`config.mk`:
```
export PLATFORM = sky130hd
export DESIGN_NAME = antenna_command_frame_builder_core_flat
export DESIGN_NICKNAME = d
export VERILOG_FILES = /design/src/rtl/acfb_pkg.sv /design/src/rtl/acfb_if.sv /design/src/rtl/acfb_front.sv /design/src/rtl/acfb_queue.sv /design/src/rtl/acfb_back.sv /design/src/rtl/antenna_command_frame_builder_core.sv /design/src/flat_wrapper.sv
export SDC_FILE = /design/constraint.sdc
export NUM_CORES = 1
export LEC_CHECK = 0
export BUFFER_PORTS_ARGS = -buffer_cell sky130_fd_sc_hd__clkbuf_2
export CORE_MARGIN = 4
export CORE_UTILIZATION = 25
export DETAILED_ROUTE_END_ITERATION = 12
export PLACE_DENSITY_LB_ADDON = 0.15
export SYNTH_ARGS = -nofsm -noshare
export SYNTH_HDL_FRONTEND = slang
export SYNTH_HIERARCHICAL = 1
export SYNTH_SLANG_ARGS = --single-unit
```
`constraint.sdc`:
```
create_clock -name i_clk -period 14.3 [get_ports i_clk]
set_clock_uncertainty 0.15 [all_clocks]
set_input_delay 1.43 -clock i_clk [delete_from_list [all_inputs] [get_ports i_clk]]
set_output_delay 1.43 -clock i_clk [all_outputs]
set_load 0.02 [all_outputs]
```
`src/rtl/acfb_pkg.sv`:
```
package acfb_pkg;

    typedef logic [7:0] t_byte;

    // command codes as carried by the func field
    typedef enum logic [2:0] {
        FN_MONITOR    = 3'd0,
        FN_RESET      = 3'd1,
        FN_TIME       = 3'd2,
        FN_PRESET     = 3'd3,
        FN_RATE       = 3'd4,
        FN_MODE       = 3'd5,
        FN_POS_TRACK  = 3'd6,
        FN_PROG_TRACK = 3'd7
    } t_func;

    localparam t_byte STX_BYTE = 8'h02;
    localparam t_byte ETX_BYTE = 8'h03;

    // rate sent in place of both velocities on the track commands when fitting is requested
    localparam logic [31:0] FIT_RATE   = 32'd0 - 32'd11111000;
    localparam t_byte       POWER_CTRL = 8'd128;
    localparam t_byte       IDLE_CTRL  = 8'd1;

    // bit positions in the options field
    localparam int OPT_POWER = 0;
    localparam int OPT_FIT   = 1;
    localparam int OPT_CLEAR = 2;

    localparam int FRAME_MAX   = 31;
    localparam int HEAD_BYTES  = 4;
    localparam int PAY_BYTES   = 24;
    localparam int BODY_BYTES  = HEAD_BYTES + PAY_BYTES;
    localparam int IDX_W       = $clog2(FRAME_MAX + 1);
    localparam int QUEUE_DEPTH = 2;

    // total frame lengths per command group
    localparam logic [IDX_W-1:0] LEN_BARE  = IDX_W'(7);
    localparam logic [IDX_W-1:0] LEN_PAIR  = IDX_W'(15);
    localparam logic [IDX_W-1:0] LEN_MODE  = IDX_W'(11);
    localparam logic [IDX_W-1:0] LEN_POS   = IDX_W'(25);
    localparam logic [IDX_W-1:0] LEN_PROG  = IDX_W'(31);

    // one classified request: header and payload bytes plus total length
    typedef struct packed {
        logic [BODY_BYTES-1:0][7:0] body;
        logic [IDX_W-1:0]           len;
    } t_frame;

    function automatic t_byte cmd_letter(input t_func f);
        t_byte l;
        case (f)
            FN_MONITOR:    l = "q";
            FN_RESET:      l = "X";
            FN_TIME:       l = "T";
            FN_PRESET:     l = "P";
            FN_RATE:       l = "R";
            FN_MODE:       l = "M";
            FN_POS_TRACK:  l = "o";
            FN_PROG_TRACK: l = "O";
            default:       l = "q";
        endcase
        return l;
    endfunction

endpackage

```
`src/rtl/acfb_if.sv`:
```
interface acfb_req_if;
    logic        valid;
    logic        ready;
    logic [2:0]  func;
    logic [31:0] azimuth;
    logic [31:0] elevation;
    logic [31:0] az_rate;
    logic [31:0] el_rate;
    logic [31:0] time_of_day;
    logic [8:0]  day_of_year;
    logic [15:0] year_number;
    logic [7:0]  az_mode;
    logic [7:0]  el_mode;
    logic [2:0]  options;

    modport source (
        output valid, func, azimuth, elevation, az_rate, el_rate, time_of_day,
               day_of_year, year_number, az_mode, el_mode, options,
        input  ready
    );
    modport sink (
        input  valid, func, azimuth, elevation, az_rate, el_rate, time_of_day,
               day_of_year, year_number, az_mode, el_mode, options,
        output ready
    );
endinterface

interface acfb_frm_if;
    logic       valid;
    logic       ready;
    logic [7:0] out_byte;
    logic       last_byte;

    modport source (output valid, out_byte, last_byte, input ready);
    modport sink   (input valid, out_byte, last_byte, output ready);
endinterface

```
`src/rtl/acfb_front.sv`:
```
module acfb_front (
    acfb_req_if.sink           i_req,
    input  logic               i_full,
    output logic               o_push,
    output acfb_pkg::t_frame   o_frame
);
    import acfb_pkg::*;

    logic [8*PAY_BYTES-1:0] pay;
    logic [IDX_W-1:0]       len;
    logic [31:0]            azr_eff;
    logic [31:0]            elr_eff;
    logic [15:0]            doy16;
    logic [15:0]            clr16;
    t_byte                  ctrl;
    t_func                  fn;

    assign fn      = t_func'(i_req.func);
    assign azr_eff = i_req.options[OPT_FIT] ? FIT_RATE : i_req.az_rate;
    assign elr_eff = i_req.options[OPT_FIT] ? FIT_RATE : i_req.el_rate;
    assign doy16   = {7'd0, i_req.day_of_year};
    assign clr16   = i_req.options[OPT_CLEAR] ? 16'd0 : 16'd1;
    assign ctrl    = i_req.options[OPT_POWER] ? POWER_CTRL : IDLE_CTRL;

    // payload packed with the first byte on the wire in the low bits
    always_comb begin
        case (fn)
            FN_TIME: begin
                pay = {128'd0, i_req.year_number, doy16, i_req.time_of_day};
                len = LEN_PAIR;
            end
            FN_PRESET: begin
                pay = {128'd0, i_req.elevation, i_req.azimuth};
                len = LEN_PAIR;
            end
            FN_RATE: begin
                pay = {128'd0, i_req.el_rate, i_req.az_rate};
                len = LEN_PAIR;
            end
            FN_MODE: begin
                pay = {160'd0, ctrl, 8'd1, i_req.el_mode, i_req.az_mode};
                len = LEN_MODE;
            end
            FN_POS_TRACK: begin
                pay = {48'd0, elr_eff, i_req.elevation, azr_eff, i_req.azimuth, 16'd0};
                len = LEN_POS;
            end
            FN_PROG_TRACK: begin
                pay = {elr_eff, i_req.elevation, azr_eff, i_req.azimuth,
                       doy16, i_req.time_of_day, clr16};
                len = LEN_PROG;
            end
            default: begin
                pay = '0;
                len = LEN_BARE;
            end
        endcase
    end

    assign o_frame.body = {pay, 8'h00, {{(8-IDX_W){1'b0}}, len}, cmd_letter(fn), STX_BYTE};
    assign o_frame.len  = len;

    assign i_req.ready = !i_full;
    assign o_push      = i_req.valid && !i_full;

endmodule

```
`src/rtl/acfb_queue.sv`:
```
module acfb_queue #(
    parameter int P_DEPTH = acfb_pkg::QUEUE_DEPTH
) (
    input  logic                           i_clk,
    input  logic                           i_rst_n,
    input  logic                           i_push,
    input  acfb_pkg::t_frame               i_frame,
    input  logic                           i_pop,
    output logic                           o_valid,
    output logic                           o_full,
    output logic [$clog2(P_DEPTH+1)-1:0]   o_level,
    output acfb_pkg::t_frame               o_frame
);
    import acfb_pkg::*;

    localparam int PTR_W = (P_DEPTH > 1) ? $clog2(P_DEPTH) : 1;
    localparam int CNT_W = $clog2(P_DEPTH + 1);

    t_frame             r_mem [P_DEPTH];
    logic [PTR_W-1:0]   r_wr;
    logic [PTR_W-1:0]   r_rd;
    logic [CNT_W-1:0]   r_cnt;
    logic [PTR_W-1:0]   n_wr;
    logic [PTR_W-1:0]   n_rd;
    logic [CNT_W-1:0]   n_cnt;

    always_comb begin
        n_wr  = r_wr;
        n_rd  = r_rd;
        n_cnt = r_cnt;
        if (i_push) begin
            n_wr = (r_wr == PTR_W'(P_DEPTH - 1)) ? '0 : r_wr + 1'b1;
        end
        if (i_pop) begin
            n_rd = (r_rd == PTR_W'(P_DEPTH - 1)) ? '0 : r_rd + 1'b1;
        end
        if (i_push && !i_pop) begin
            n_cnt = r_cnt + 1'b1;
        end else if (i_pop && !i_push) begin
            n_cnt = r_cnt - 1'b1;
        end
    end

    always_ff @(posedge i_clk) begin
        if (!i_rst_n) begin
            r_wr  <= '0;
            r_rd  <= '0;
            r_cnt <= '0;
        end else begin
            r_wr  <= n_wr;
            r_rd  <= n_rd;
            r_cnt <= n_cnt;
        end
    end

    always_ff @(posedge i_clk) begin
        if (i_push) begin
            r_mem[r_wr] <= i_frame;
        end
    end

    assign o_frame = r_mem[r_rd];
    assign o_valid = (r_cnt != '0);
    assign o_full  = (r_cnt == CNT_W'(P_DEPTH));
    assign o_level = r_cnt;

endmodule

```
`src/rtl/acfb_back.sv`:
```
module acfb_back (
    input  logic               i_clk,
    input  logic               i_rst_n,
    input  logic               i_valid,
    input  acfb_pkg::t_frame   i_frame,
    output logic               o_pop,
    acfb_frm_if.source         o_frm
);
    import acfb_pkg::*;

    logic [IDX_W-1:0] r_idx;
    logic [15:0]      r_sum;
    logic             r_valid;
    t_byte            r_byte;
    logic             r_last;

    logic             load;
    logic             emit;
    logic             is_last;
    logic             in_sum;
    t_byte            cur;

    assign load    = !r_valid || o_frm.ready;
    assign emit    = i_valid && load;
    assign is_last = (r_idx == i_frame.len - 1'b1);
    // identifier through end of payload count in the checksum
    assign in_sum  = (r_idx != '0) && (r_idx < i_frame.len - IDX_W'(3));

    always_comb begin
        if (is_last) begin
            cur = ETX_BYTE;
        end else if (r_idx == i_frame.len - IDX_W'(2)) begin
            cur = r_sum[15:8];
        end else if (r_idx == i_frame.len - IDX_W'(3)) begin
            cur = r_sum[7:0];
        end else if (r_idx < IDX_W'(BODY_BYTES)) begin
            cur = i_frame.body[r_idx];
        end else begin
            cur = '0;
        end
    end

    always_ff @(posedge i_clk) begin
        if (!i_rst_n) begin
            r_idx   <= '0;
            r_sum   <= '0;
            r_valid <= 1'b0;
        end else if (emit) begin
            r_valid <= 1'b1;
            r_idx   <= is_last ? '0 : r_idx + 1'b1;
            if (is_last) begin
                r_sum <= '0;
            end else if (in_sum) begin
                r_sum <= r_sum + {8'd0, cur};
            end
        end else if (o_frm.ready) begin
            r_valid <= 1'b0;
        end
    end

    always_ff @(posedge i_clk) begin
        if (emit) begin
            r_byte <= cur;
            r_last <= is_last;
        end
    end

    assign o_pop           = emit && is_last;
    assign o_frm.valid     = r_valid;
    assign o_frm.out_byte  = r_byte;
    assign o_frm.last_byte = r_last;

endmodule

```
`src/rtl/antenna_command_frame_builder_core.sv`:
```
// antenna command frame builder: one request word on i_req becomes a serial
// frame of 7 to 31 byte words on o_frm (STX, command letter, 16-bit length,
// little-endian payload, 16-bit byte sum from the letter to the payload end,
// ETX), with last_byte marking the ETX word. the front end classifies the
// command and lays out header and payload combinationally and parks the result
// in a small frame queue (P_QUEUE_DEPTH entries); i_req.ready is high while
// that queue has room. the back end reads the queue head and sends one byte
// word per cycle while o_frm.ready allows, through a registered output stage,
// adding the checksum on the fly, and the next frame follows straight after
// with no gap. request acceptance is therefore bounded by the single byte
// lane of the output stage. no configuration, no reset sweep
module antenna_command_frame_builder_core #(
    parameter int P_QUEUE_DEPTH = acfb_pkg::QUEUE_DEPTH
) (
    input  logic        i_clk,
    input  logic        i_rst_n,
    acfb_req_if.sink    i_req,
    acfb_frm_if.source  o_frm
);
    import acfb_pkg::*;

    // frame descriptor path between front end and back end
    t_frame                             w_push_frame;
    t_frame                             w_head_frame;
    logic                               w_push;
    logic                               w_pop;
    logic                               w_full;
    logic                               w_head_valid;
    logic [$clog2(P_QUEUE_DEPTH+1)-1:0] w_level;

    // classify the request and lay out header plus payload
    acfb_front u_front (
        .i_req   (i_req),
        .i_full  (w_full),
        .o_push  (w_push),
        .o_frame (w_push_frame)
    );

    // decouples request acceptance from byte streaming
    acfb_queue #(
        .P_DEPTH (P_QUEUE_DEPTH)
    ) u_queue (
        .i_clk   (i_clk),
        .i_rst_n (i_rst_n),
        .i_push  (w_push),
        .i_frame (w_push_frame),
        .i_pop   (w_pop),
        .o_valid (w_head_valid),
        .o_full  (w_full),
        .o_level (w_level),
        .o_frame (w_head_frame)
    );

    // serialise the head frame, checksum and ETX appended here
    acfb_back u_back (
        .i_clk   (i_clk),
        .i_rst_n (i_rst_n),
        .i_valid (w_head_valid),
        .i_frame (w_head_frame),
        .o_pop   (w_pop),
        .o_frm   (o_frm)
    );

    // a frame is only released from the queue when one is held
    a_pop_has_head: assert property (@(posedge i_clk) disable iff (!i_rst_n)
        w_pop |-> w_head_valid)
        else $error("frame queue popped while empty");

    // queue occupancy never exceeds its depth
    a_level_bound: assert property (@(posedge i_clk) disable iff (!i_rst_n)
        w_level <= ($clog2(P_QUEUE_DEPTH+1))'(P_QUEUE_DEPTH))
        else $error("frame queue level out of range");

    // the closing word of every frame carries ETX
    a_last_is_etx: assert property (@(posedge i_clk) disable iff (!i_rst_n)
        (o_frm.valid && o_frm.last_byte) |-> (o_frm.out_byte == ETX_BYTE))
        else $error("frame end word is not ETX");

    // popping the head ends a frame: the word loaded that cycle is the last
    a_pop_marks_last: assert property (@(posedge i_clk) disable iff (!i_rst_n)
        w_pop |=> (o_frm.valid && o_frm.last_byte))
        else $error("frame released without its end word");

endmodule

```
`src/flat_wrapper.sv`:
```
// flat-port wrapper written by rule: the top's interface ports become plain ports
module antenna_command_frame_builder_core_flat import acfb_pkg::*;
#(
    parameter int P_QUEUE_DEPTH = acfb_pkg::QUEUE_DEPTH
)
  (i_clk, i_rst_n, i_req_valid, i_req_func, i_req_azimuth, i_req_elevation, i_req_az_rate, i_req_el_rate, i_req_time_of_day, i_req_day_of_year, i_req_year_number, i_req_az_mode, i_req_el_mode, i_req_options, i_req_ready, o_frm_valid, o_frm_out_byte, o_frm_last_byte, o_frm_ready);
  acfb_req_if i_req_i ();
  acfb_frm_if o_frm_i ();
  input  logic i_clk;
  input  logic i_rst_n;
  input wire logic [$bits(i_req_i.valid)-1:0] i_req_valid;
  input wire logic [$bits(i_req_i.func)-1:0] i_req_func;
  input wire logic [$bits(i_req_i.azimuth)-1:0] i_req_azimuth;
  input wire logic [$bits(i_req_i.elevation)-1:0] i_req_elevation;
  input wire logic [$bits(i_req_i.az_rate)-1:0] i_req_az_rate;
  input wire logic [$bits(i_req_i.el_rate)-1:0] i_req_el_rate;
  input wire logic [$bits(i_req_i.time_of_day)-1:0] i_req_time_of_day;
  input wire logic [$bits(i_req_i.day_of_year)-1:0] i_req_day_of_year;
  input wire logic [$bits(i_req_i.year_number)-1:0] i_req_year_number;
  input wire logic [$bits(i_req_i.az_mode)-1:0] i_req_az_mode;
  input wire logic [$bits(i_req_i.el_mode)-1:0] i_req_el_mode;
  input wire logic [$bits(i_req_i.options)-1:0] i_req_options;
  output wire logic [$bits(i_req_i.ready)-1:0] i_req_ready;
  output wire logic [$bits(o_frm_i.valid)-1:0] o_frm_valid;
  output wire logic [$bits(o_frm_i.out_byte)-1:0] o_frm_out_byte;
  output wire logic [$bits(o_frm_i.last_byte)-1:0] o_frm_last_byte;
  input wire logic [$bits(o_frm_i.ready)-1:0] o_frm_ready;
  assign i_req_i.valid = i_req_valid;
  assign i_req_i.func = i_req_func;
  assign i_req_i.azimuth = i_req_azimuth;
  assign i_req_i.elevation = i_req_elevation;
  assign i_req_i.az_rate = i_req_az_rate;
  assign i_req_i.el_rate = i_req_el_rate;
  assign i_req_i.time_of_day = i_req_time_of_day;
  assign i_req_i.day_of_year = i_req_day_of_year;
  assign i_req_i.year_number = i_req_year_number;
  assign i_req_i.az_mode = i_req_az_mode;
  assign i_req_i.el_mode = i_req_el_mode;
  assign i_req_i.options = i_req_options;
  assign i_req_ready = i_req_i.ready;
  assign o_frm_valid = o_frm_i.valid;
  assign o_frm_out_byte = o_frm_i.out_byte;
  assign o_frm_last_byte = o_frm_i.last_byte;
  assign o_frm_i.ready = o_frm_ready;
  antenna_command_frame_builder_core #(.P_QUEUE_DEPTH(P_QUEUE_DEPTH)) u_core (.i_clk(i_clk), .i_rst_n(i_rst_n), .i_req(i_req_i), .o_frm(o_frm_i));
endmodule
```
* Yosys cells after proc, flatten, opt, wreduce, memory -nomap -nowiden
Memory sizes are Yosys's and may differ from the RTL's. A register that Yosys moved wholly into a read port is not among the register bits.
Cells that the tools add are included.
** Word-level totals
- Register bits after elaboration :: 35
- Output and inout port bits :: 11
- Memories :: 2
- Input port bits :: 211
- Logic and storage cells :: 75
- ROM bits :: 48
- RAM bits :: 420
** Memory list
- u_core.u_queue.r_mem :: words 2, bits a word 210, read ports 1, clocked after Yosys merged registers in 1, write ports 1, RTL line acfb_queue.sv:19 : t_frame r_mem [P_DEPTH];
- (no name shown) :: words 8, bits a word 6, read ports 1, clocked after Yosys merged registers in 0, write ports 0, RTL line acfb_pkg.sv:52 : case (f)
** Operators by class
- $lt $le $gt $ge :: 3
- Add/subtract/negate cells :: 9
- Equality and inequality tests :: 10
- Reduce and logical (&&, ||, !) cells :: 18
- Mux-type cells :: 25
** Operator list (count)
- case mux 192 bit (6 select lines) :: 1
- 2-to-1 mux 32 bit :: 2
- 2-to-1 mux 8 bit :: 6
- binary-select mux 8 bit (select 5 bit) :: 1
- 2-to-1 mux 16 bit :: 2
- case mux 5 bit (4 select lines) :: 1
- adder 16 x 8 -> 16 bit :: 1
- == test 5 bit :: 3
- == test 3 bit, second input constant :: 4
- subtractor 5 x 2 -> 5 bit, second input constant :: 2
- 2-to-1 mux 1 bit :: 9
- nonzero test 2 bit :: 4
- == test 3 x 2 -> 1 bit, second input constant :: 2
- logical AND 1 bit :: 6
- < comparator 5 x 6 -> 1 bit, second input constant :: 1
- adder 5 x 1 -> 5 bit, second input constant :: 1
- < comparator 5 bit :: 1
- < comparator 5 bit, second input constant :: 1
- 2-to-1 mux 5 bit :: 1
- nonzero test 5 bit :: 1
- subtractor 5 x 1 -> 5 bit, second input constant :: 1
- logical NOT 1 bit :: 4
- 2-to-1 mux 2 bit :: 2
- OR reduction 3 bit :: 1
- 6 further kinds :: 7

* Depth between registers and ports, before layout
Gate-level depths: netlist (run 1).
- Depth after elaboration :: 9
- Gate-level depth with buffers :: 23
- Depth with buffers taken out :: 21

* By module
Netlist (run 1), hierarchy kept.
** By module, submodules not included
- acfb_queue :: seq. area each 13853.3 um^2, area an instance 16823.6 um^2, times used 1, cells an instance 734
- acfb_back :: seq. area each 710.7 um^2, area an instance 4149.0 um^2, times used 1, cells an instance 446
- acfb_front :: seq. area each 0.0 um^2, area an instance 3911.3 um^2, times used 1, cells an instance 571

* Least setup slack after synthesis (run 1)
Ideal clock, no wire load.
- Kind :: input to register
- Start point :: input port i_req_valid
- End point :: register u_core.u_queue.r_wr
- Data arrival time :: 12491 ps
- Buffers on the path :: 0
- Setup time :: 105 ps
- Setup slack :: 1554 ps
- Data required time :: 14045 ps
- Stages on the path :: 3
- Cells stage by stage :: nor2b_1 -> nor2b_1 -> o21a_1
** Between the ends
- Word-level cells in the longest chain between the ends :: 1
** RTL lines
- start: declaration :: RTL line flat_wrapper.sv:11 : input wire logic [$bits(i_req_i.valid)-1:0] i_req_valid;
- logical AND 1 bit :: RTL line acfb_front.sv:64 : assign o_push = i_req.valid && !i_full;
- end signal: assignment :: RTL line acfb_queue.sv:50 : r_wr <= n_wr;
- end: declaration :: RTL line acfb_queue.sv:20 : logic [PTR_W-1:0] r_wr;
No other way between the ends.
A chain may end at the register's enable or synchronous reset.

==> reports/metrics.cfg, run 1 <==
[status]
outcome = finished clean

[routing]
firstDrtPassIters = 5
via_per_inst = 5.01
drtIter0Drc = 1594
wl_mm = 93.5
drc_errors = 0
wl_per_cell_um = 28.5
vias = 16399
antenna_left = 0

[yosys]
ys_seq_elements = 494
async_flop_share = 0
synth_warnings = 6
syn-mean-instance-area_um2 = 14.2
syn-instance-count = 1751
synth_edf_count = 467
ys_types = 71
yosysSeqAreaShare = 0.585
netlist_area_um2 = 24900
ys_dominant_reg_cell = edfxtp_1

[timing]
rsz0062_at_grt = false
hold_viol = 0
slew_headroom = 0.179
worst_slew_pin_slew_ps = 1230
layout_setup_ws_ps = 7890
max_freq_mhz = 156
maxSlewViolCount = 0
period_share = 0.448
finalSetupViolCount = 0
min_period_ps = 6410
tns_ps = 0

[job]
cap_violations = 0

[floorplan]
start_util = 0.252
core_area_um2 = 98600
rows = 115
io_pins = 222
dieArea_um2 = 105000
die-height_um = 323
die_w_um = 323

[critical_path]
path_max_fanout = 57
path_class = flop to flop
critPathArrivalTime_ps = 6780
crit_required_ps = 14670
worstSetupStartpointType = flop
worstSetupEndpointType = flop

[global_route]
grt_usage = 0.176
grt_pass1_wl_mm = 132
antenna_found_initial = 7
grt_start_max_net_pins = 147
grt_pass1_vias = 16919
overflow = 0

[place]
io_buffers = 221
routabilityCongestion = 0.806
hpwl_mm = 63.6
post-place-ws_ps = 7840

[clock_tree]
numCtsBuffers = 57
clkTransAtPathRegs_ps = 60
cts_root_buffer = clkbuf_16
worstSkewPairLatency_ps = 630
ctsHoldBuffers = 0
htreeDepth = 2
cts_tree = yes
cts_resized = 0
clock-sinks = 494
cts_buffer_depth = 3
post-cts-setup-buffers = 0

[cells_and_area]
final_core_util = 0.291
area_delta_synth_final_pct = 15.2
layout-drive-gt1-share = 0.326
nNetsFinal = 2175
fillerInstances = 9984

[power]
p_per_area_nw_per_um2 = 143
vdd_drop_max_uv = 85.5
leakagePower_uw = 0.0100

[worst_hold_path]
hp-class = flop to flop

## cells in the mapped netlist (5+ instances only)
| cell | number | area, µm² |
|---|---|---|
| a22o_1 | 50 | 438 |
| mux2_4 | 7 | 105 |
| edfxtp_1 | 467 | 14000 |
| ha_1 | 21 | 263 |
| a211oi_1 | 12 | 90.1 |
| buf_2 | 34 | 170 |
| dfxtp_1 | 27 | 541 |
| xor2_1 | 13 | 114 |
| a21boi_0 | 7 | 52.6 |
| a22oi_1 | 44 | 330 |
| and2_1 | 36 | 225 |
| nand3_1 | 20 | 100 |
| buf_4 | 48 | 360 |
| nand2_1 | 80 | 300 |
| nor3b_1 | 5 | 37.5 |
| mux2i_1 | 110 | 1100 |
| a221o_1 | 14 | 140 |
| o22ai_1 | 41 | 257 |
| and3_1 | 10 | 62.6 |
| nor2_1 | 101 | 379 |
| buf_6 | 44 | 495 |
| mux2_2 | 248 | 2790 |
| nor2b_1 | 27 | 169 |
| a221oi_1 | 8 | 70.1 |
| o2bb2ai_1 | 8 | 70.1 |
| o21ai_0 | 62 | 310 |
| or3_1 | 5 | 31.3 |
| mux4_2 | 34 | 766 |
| inv_1 | 15 | 56.3 |
| a21oi_1 | 32 | 160 |
| clkbuf_1 | 16 | 60.1 |
| nand2b_1 | 10 | 62.6 |
| xnor2_1 | 14 | 123 |
| nor3_1 | 8 | 40.0 |
## cell usage in the layout (no fill, tap or decap), types with 8 or more instances in the layout
cell type	count
edfxtp_1	467
mux2_2	248
clkbuf_2	219
mux2i_1	110
nor2_1	101
nand2_1	79
o21ai_0	62
clkbuf_16	58
a22o_1	50
a22oi_1	44
o22ai_1	41
buf_4	35
and2_1	35
mux4_2	34
a21oi_1	32
nor2b_1	25
dfxtp_1	24
conb_1	23
ha_1	21
nand3_1	19
clkbuf_1	18
inv_1	14
xnor2_1	14
a221o_1	14
xor2_1	13
a211oi_1	12
nand2b_1	10
and3_1	10
clkinv_2	9
clkinv_1	9
a221oi_1	8
o2bb2ai_1	8
## where the power goes
group	total, µW	internal [µW]	switching, µW
clock	1380	793	589
sequential	1840	1780	60.8
combinational	878	328	550
total	4100	2900	1200
## area by class of cell
class,count,area [µm²],share of cell area
inverter,18,67.6,0.00236
clock inverter,22,181,0.00633
tap,1287,1610,0.0562
multi-input combinational,1115,9260,0.323
clock buffer,79,1560,0.0544
antenna,5,12.5,0.000436
timing repair buffer,256,1400,0.0488
sequential,494,14600,0.508
## logic make-up after synthesis
logic type | count (synthesis) | share of synthesized area
compound gates | 309 | 0.0868
xor+xnor | 28 | 0.0102
fa+ha+maj | 22 | 0.0114
buf+inv | 163 | 0.0469
flops | 494 | 0.585
mux | 399 | 0.191
other cells | 2 | 0.000302
simple gates | 334 | 0.0677
## per-layer routing
| metal | GRT usage | vias to the layer above | part of all wire |
|---|---|---|---|
| met2 | 0.282 | 609 | 0.46 |
| met3 | 0.0328 | 84 | 0.067 |
| met5 | 0 | - | 0 |
| met4 | 0.0305 | 0 | 0.014 |
| met1 | 0.252 | 8551 | 0.46 |
| li1 | - | 7155 | - |
## sequential cells by signal (all words and copies together), names as in the netlist, named ones only
signal,flops
u_core/u_queue/o_level,2
u_core/u_back/o_frm.last_byte,1
u_core/u_back/o_frm.valid,1
u_core/u_queue/r_mem,458
u_core/u_back/o_frm.out_byte,8
u_core/u_back/r_sum,16
u_core/u_back/r_idx,5
u_core/u_queue/r_rd,1
u_core/u_queue/r_wr,1
## path summary, 6_finish.rpt
kind	from	endpoint	slack, ps	depth (start not counted)
setup reg to reg	flop	u_core/u_back/r_sum[12]	7890	22
hold reg to reg	u_core/u_back/r_sum[6]	u_core/u_back/r_sum[6]	360	2
hold / removal	u_core/u_back/r_sum[6]	u_core/u_back/r_sum[6]	360	2
setup / recovery	flop	u_core/u_back/r_sum[12]	7890	22
## per-stage QoR
stage	power, µW	cells	hold WS (ps)	area [µm²]
after global routing	4290	3271	395	28700
after detailed placement	2760	3170	353	26900
after global placement	2760	3170	336	26900
final	4100	3276	364	28700
after floorplan	2440	1772	305	25000
after CTS	4160	3271	361	28700
## critical path: stages, from the launching register on
cell and delay (ps):
dfxtp_4 780, buf_4 810, mux2_2 490, inv_1 150, ha_1 180, a21oi_1 80
xnor2_1 130, ha_1 290, and3_1 200, nand3_1 350, nand3_1 190, nor3_1 60
o21ai_0 170, mux2_4 180, ha_1 160, inv_1 60, fa_1 430, nand2b_1 200
a21oi_1 210, nor4_1 100, or2_0 260, or4_1 510, a21oi_1 150
No activity file was read; power rests on OpenSTA's default activity.
==> run 2, diff against run 1 <==
==> constraint.sdc (replaced) <==
create_clock -name i_clk -period 5.55 [get_ports i_clk]
set_clock_uncertainty 0.15 [all_clocks]
set_input_delay 0.555 -clock i_clk [delete_from_list [all_inputs] [get_ports i_clk]]
set_output_delay 0.555 -clock i_clk [all_outputs]
set_load 0.02 [all_outputs]
==> run 2 against run 1 <==
Net effect: first-iteration DRC count shrank 13%; clock-buffer cell count down 5; cell count rose by 0.64%; total power rose to 2.6 times the previous value; critical path depth down 4; register-to-register slack worse by 7400 ps; fmax up 27%; hold slack worse by 240 ps; clock power rose to 2.5 times the previous value; global-route usage is essentially flat; via count up 0.91%.
==> reports/metrics.cfg, run 2 (synthesis results as in run 1) <==
[clock_tree]
htreeDepth = 2
cts_buffer_depth = 3
ctsHoldBuffers = 0
cts_tree = yes
clock-sinks = 494
cts_root_buffer = clkbuf_16
clkTransAtPathRegs_ps = 60
worstSkewPairLatency_ps = 620
numCtsBuffers = 59

[place]
hpwl_mm = 65.1
dp.cells = 3192
io_buffers = 221
routabilityCongestion = 0.814

[cells_and_area]
area_delta_synth_final_pct = 15.9
top_register = u_core/u_queue/r_mem
finalNonFillerCells = 3297
largest_reg_flops = 458
layout_common_cells = 467 x edfxtp_1, 248 x mux2_2, 219 x clkbuf_2
final_common_cell = edfxtp_1
final_core_util = 0.293
layout-drive-gt1-share = 0.334
nNetsFinal = 2199

[global_route]
grt_usage = 0.176
overflow = 0
grt_start_max_net_pins = 143
grt_pass1_vias = 17135
grt_pass1_wl_mm = 132
antenna_found_initial = 9

[critical_path]
crit_path_cell_trace = mux2_2, ha_1, nor3_1, xnor2_1, ha_1, and3_1, and3_1, a21oi_1, o21ai_0, o221ai_1, a21oi_1, ha_1, nand2b_1, a21oi_1, nor4_1, or2_0, or4_1, a21oi_1
critPathArrivalTime_ps = 5460
path_buf_inv = 0
worstSetupEndpointType = flop
path_class = flop to flop
max_stage_delay_ps = 510
cp_top_family = simple AND/OR/NAND/NOR gates
crit_path_top_delay_cell = or4_1
path_max_fanout = 10
worstSetupStartpointType = flop
crit_path_frequent_cell = a21oi_1
crit_required_ps = 5950

[floorplan]
rows = 115
start_util = 0.252
die_w_um = 323
io_pins = 222
core_area_um2 = 98600
die-height_um = 323
dieArea_um2 = 105000

[worst_hold_path]
hp-class = input port to flop

[power]
leakagePower_uw = 0.0102
vdd_drop_max_uv = 263
p_per_area_nw_per_um2 = 366
fin_total_pwr_uw = 10600

[routing]
drc_errors = 0
antenna_left = 0
firstDrtPassIters = 5
wl_mm = 93.8
drtIter0Drc = 1389
vias = 16548
wl_per_cell_um = 28.5
via_per_inst = 5.02

[timing]
period_share = 0.911
fin_hold_ws_ps = 121
slew_headroom = 0.253
finalSetupViolCount = 0
maxSlewViolCount = 0
worst_slew_pin_slew_ps = 1120
hold_viol = 0
tns_ps = 0
min_period_ps = 5060
rsz0062_at_grt = false
max_freq_mhz = 198

[job]
cap_violations = 0

[status]
outcome = finished clean

[run 2: repair_timing]
item / in CTS / in global routing
resized for setup: 0 / 1
buffers inserted: 0 / 0
endpoints found under the setup margin: 0 / 2
[run 2: worst reg2reg max path: stages, from the launching register on]
cell	delay [ps]
dfxtp_4	450
mux2_2	400
ha_1	240
nor3_1	220
xnor2_1	160
ha_1	260
and3_1	180
and3_1	290
a21oi_1	160
o21ai_0	230
o221ai_1	340
a21oi_1	200
ha_1	370
nand2b_1	100
a21oi_1	210
nor4_1	100
or2_0	260
or4_1	510
a21oi_1	150
[run 2: where the power goes]
part | switching, µW | internal, µW | total [µW]
clock network | 1560 | 1940 | 3500
registers | 156 | 4580 | 4730
logic | 1440 | 881 | 2320
[run 2: metal layers]
layer	up-vias	wire length [µm]	track usage
li1	7198	-	-
met1	8683	43600	0.252
met2	560	43300	0.285
met3	101	5120	0.0235
met4	6	1750	0.0360
met5	-	44	0
[run 2: through the flow]
step	cell area [µm²]	setup WS, ps
2_1_floorplan	25000	682
3_3_place_gp	27100	464
3_5_place_dp	27100	422
4_1_cts	28800	396
5_1_grt	28800	61.5
6_report	28900	495
[run 2: final timing paths]
kind	end	slack (ps)	cells after the start	from
hold / removal	u_core/u_queue/r_mem[0][113]	120	3	i_req_azimuth[12]
hold reg to reg	u_core/u_back/r_sum[12]	360	2	u_core/u_back/r_sum[12]
setup reg to reg	u_core/u_back/r_sum[14]	490	18	flop
setup / recovery	u_core/u_back/r_sum[14]	490	18	flop
[run 2: final cells by class]
class                   instances  area (µm²)
flip-flops and latches        494       14600
fillers                     10029       69700
repair buffers                278        1630
clock buffers                  74        1530
diodes                          2        5.00
clock inverters                29         170
well taps                    1287        1610
multi-input cells            1115        9260
inverters                      18        67.6
==> run 3, diff against run 2 <==
--- a/config.mk
+++ b/config.mk
@@ -10,6 +10,7 @@
 export CORE_UTILIZATION = 25
 export DETAILED_ROUTE_END_ITERATION = 12
 export PLACE_DENSITY_LB_ADDON = 0.15
+export REMOVE_ABC_BUFFERS = 1
 export SYNTH_ARGS = -nofsm -noshare
 export SYNTH_HDL_FRONTEND = slang
 export SYNTH_HIERARCHICAL = 1
==> run 3 against run 2 <==
Net effect: total power decreased by 0.38%; global-route usage decreased by 1.4 points; first-iteration DRC count decreased by 17%; clock-buffer cell count decreased by 13; highest routed layer unchanged; combinational power decreased by 5%.
==> reports/metrics.cfg, run 3 (synthesis results as in run 1) <==
[status]
outcome = finished clean

[floorplan]
die-height_um = 323
dieArea_um2 = 105000
io_pins = 222
start_util = 0.252
rows = 115
core_area_um2 = 98600
die_w_um = 323

[cells_and_area]
area_delta_synth_final_pct = 16.1
layout_common_cells = 467 x edfxtp_1, 248 x mux2_2, 218 x clkbuf_2
fillerInstances = 9887
diodes = 0
top_register = u_core/u_queue/r_mem
largest_reg_flops = 458
fin_area_um2 = 28900
nNetsFinal = 2194
layout-drive-gt1-share = 0.336
final_common_cell = edfxtp_1

[clock_tree]
cts_root_buffer = clkbuf_16
htreeDepth = 2
post-cts-setup-buffers = 0
numCtsBuffers = 55
clkTransAtPathRegs_ps = 60
cts_resized = 0
cts_tree = yes
cts_buffer_depth = 3
worstSkewPairLatency_ps = 620
clock-sinks = 494
ctsHoldBuffers = 0

[routing]
firstDrtPassIters = 5
antenna_left = 0
vias = 15888
drtIter0Drc = 1156
drc_errors = 0
via_per_inst = 4.83
wl_per_cell_um = 26.3
wl_mm = 86.6

[global_route]
overflow = 0
antenna_found_initial = 7
grt_start_max_net_pins = 142
grt_pass1_vias = 16789
grt_usage = 0.162
grt_pass1_wl_mm = 122
use_met1 = 0.212
met3_usage = 0.0359
grt_use_met2 = 0.273
busiest_layer = met2

[timing]
rsz0062_at_grt = false
slew_headroom = 0.233
min_period_ps = 5070
finalSetupViolCount = 0
max_freq_mhz = 197
fin_hold_ws_ps = 133
period_share = 0.913
hold_viol = 0
tns_ps = 0
worst_slew_pin_slew_ps = 1150
maxSlewViolCount = 0

[place]
hpwl_mm = 58.5
placed_area_um2 = 27100
io_buffers = 221
routabilityCongestion = 0.863

[power]
fin_total_pwr_uw = 10500
p_per_area_nw_per_um2 = 364
leakagePower_uw = 0.0102
vdd_drop_max_uv = 238

[worst_hold_path]
hp-class = input port to flop

[job]
cap_violations = 0

[critical_path]
worstSetupEndpointType = flop
worstSetupStartpointType = flop
crit_required_ps = 5920
path_max_fanout = 9
critPathArrivalTime_ps = 5440
path_class = flop to flop

-- run 3: changes by cell type in the layout (fill, tap and decap cells not counted), sizes merged --
cell      delta
diode        -2
clkinv       +1
clkbuf      -14
bufinv       +6
clkinvlp     +1
-- run 3: stage by stage --
step	utilization	cells	setup WS (ps)
final	0.293	3289	481
after detailed placement	0.275	3191	543
after global routing	0.293	3289	173
after CTS	0.293	3289	521
after floorplan	-	1627	-6320
after global placement	0.275	3191	635
-- run 3: where the power goes --
group | internal (µW) | switching, µW | total (µW)
registers | 4570 | 171 | 4750
clock network | 2080 | 1490 | 3570
logic | 880 | 1320 | 2200
total | 7540 | 2980 | 10500
-- run 3: area by class of cell --
class                   instances  area [µm²]  share of cell area
flip-flops and latches        494       14600               0.505
multi-input cells            1115        9260               0.321
repair buffers                277        1630              0.0565
well taps                    1287        1610              0.0558
clock buffers                  61        1400              0.0484
clock inverters                37         339              0.0117
inverters                      18        67.6             0.00234
-- run 3: metal layers --
layer  wire, µm  vias to the layer above
met5         47                        -
met3       5080                       96
met1      37900                     8184
met4       1920                        6
li1           -                     7188
met2      41700                      414
-- run 3: worst max-delay path, cell delays in order, from the launching register on --
cell and delay (ps):
dfxtp_4 420, mux2_2 410, inv_1 140, ha_1 160, a21oi_1 80, xnor2_1 180
ha_1 270, and3_1 210, nand3_1 200, buf_4 210, nor2_1 60, o21ai_0 180
mux2_4 190, ha_1 160, inv_1 70, fa_1 430, nand2b_1 200, a21oi_1 220
nor4_1 100, or2_0 270, or4_1 520, a21oi_1 160
-- run 3: final timing paths --
| check | cells past startpoint | start | slack (ps) | endpoint |
|---|---|---|---|---|
| worst max-delay path | 21 | flop | 480 | u_core/u_back/r_sum[12] |
| worst min-delay path | 3 | i_req_azimuth[10] | 130 | u_core/u_queue/r_mem[1][111] |
| worst max register to register | 21 | flop | 480 | u_core/u_back/r_sum[12] |
| worst min register to register | 2 | u_core/u_queue/o_level[1] | 370 | u_core/u_queue/o_level[1] |
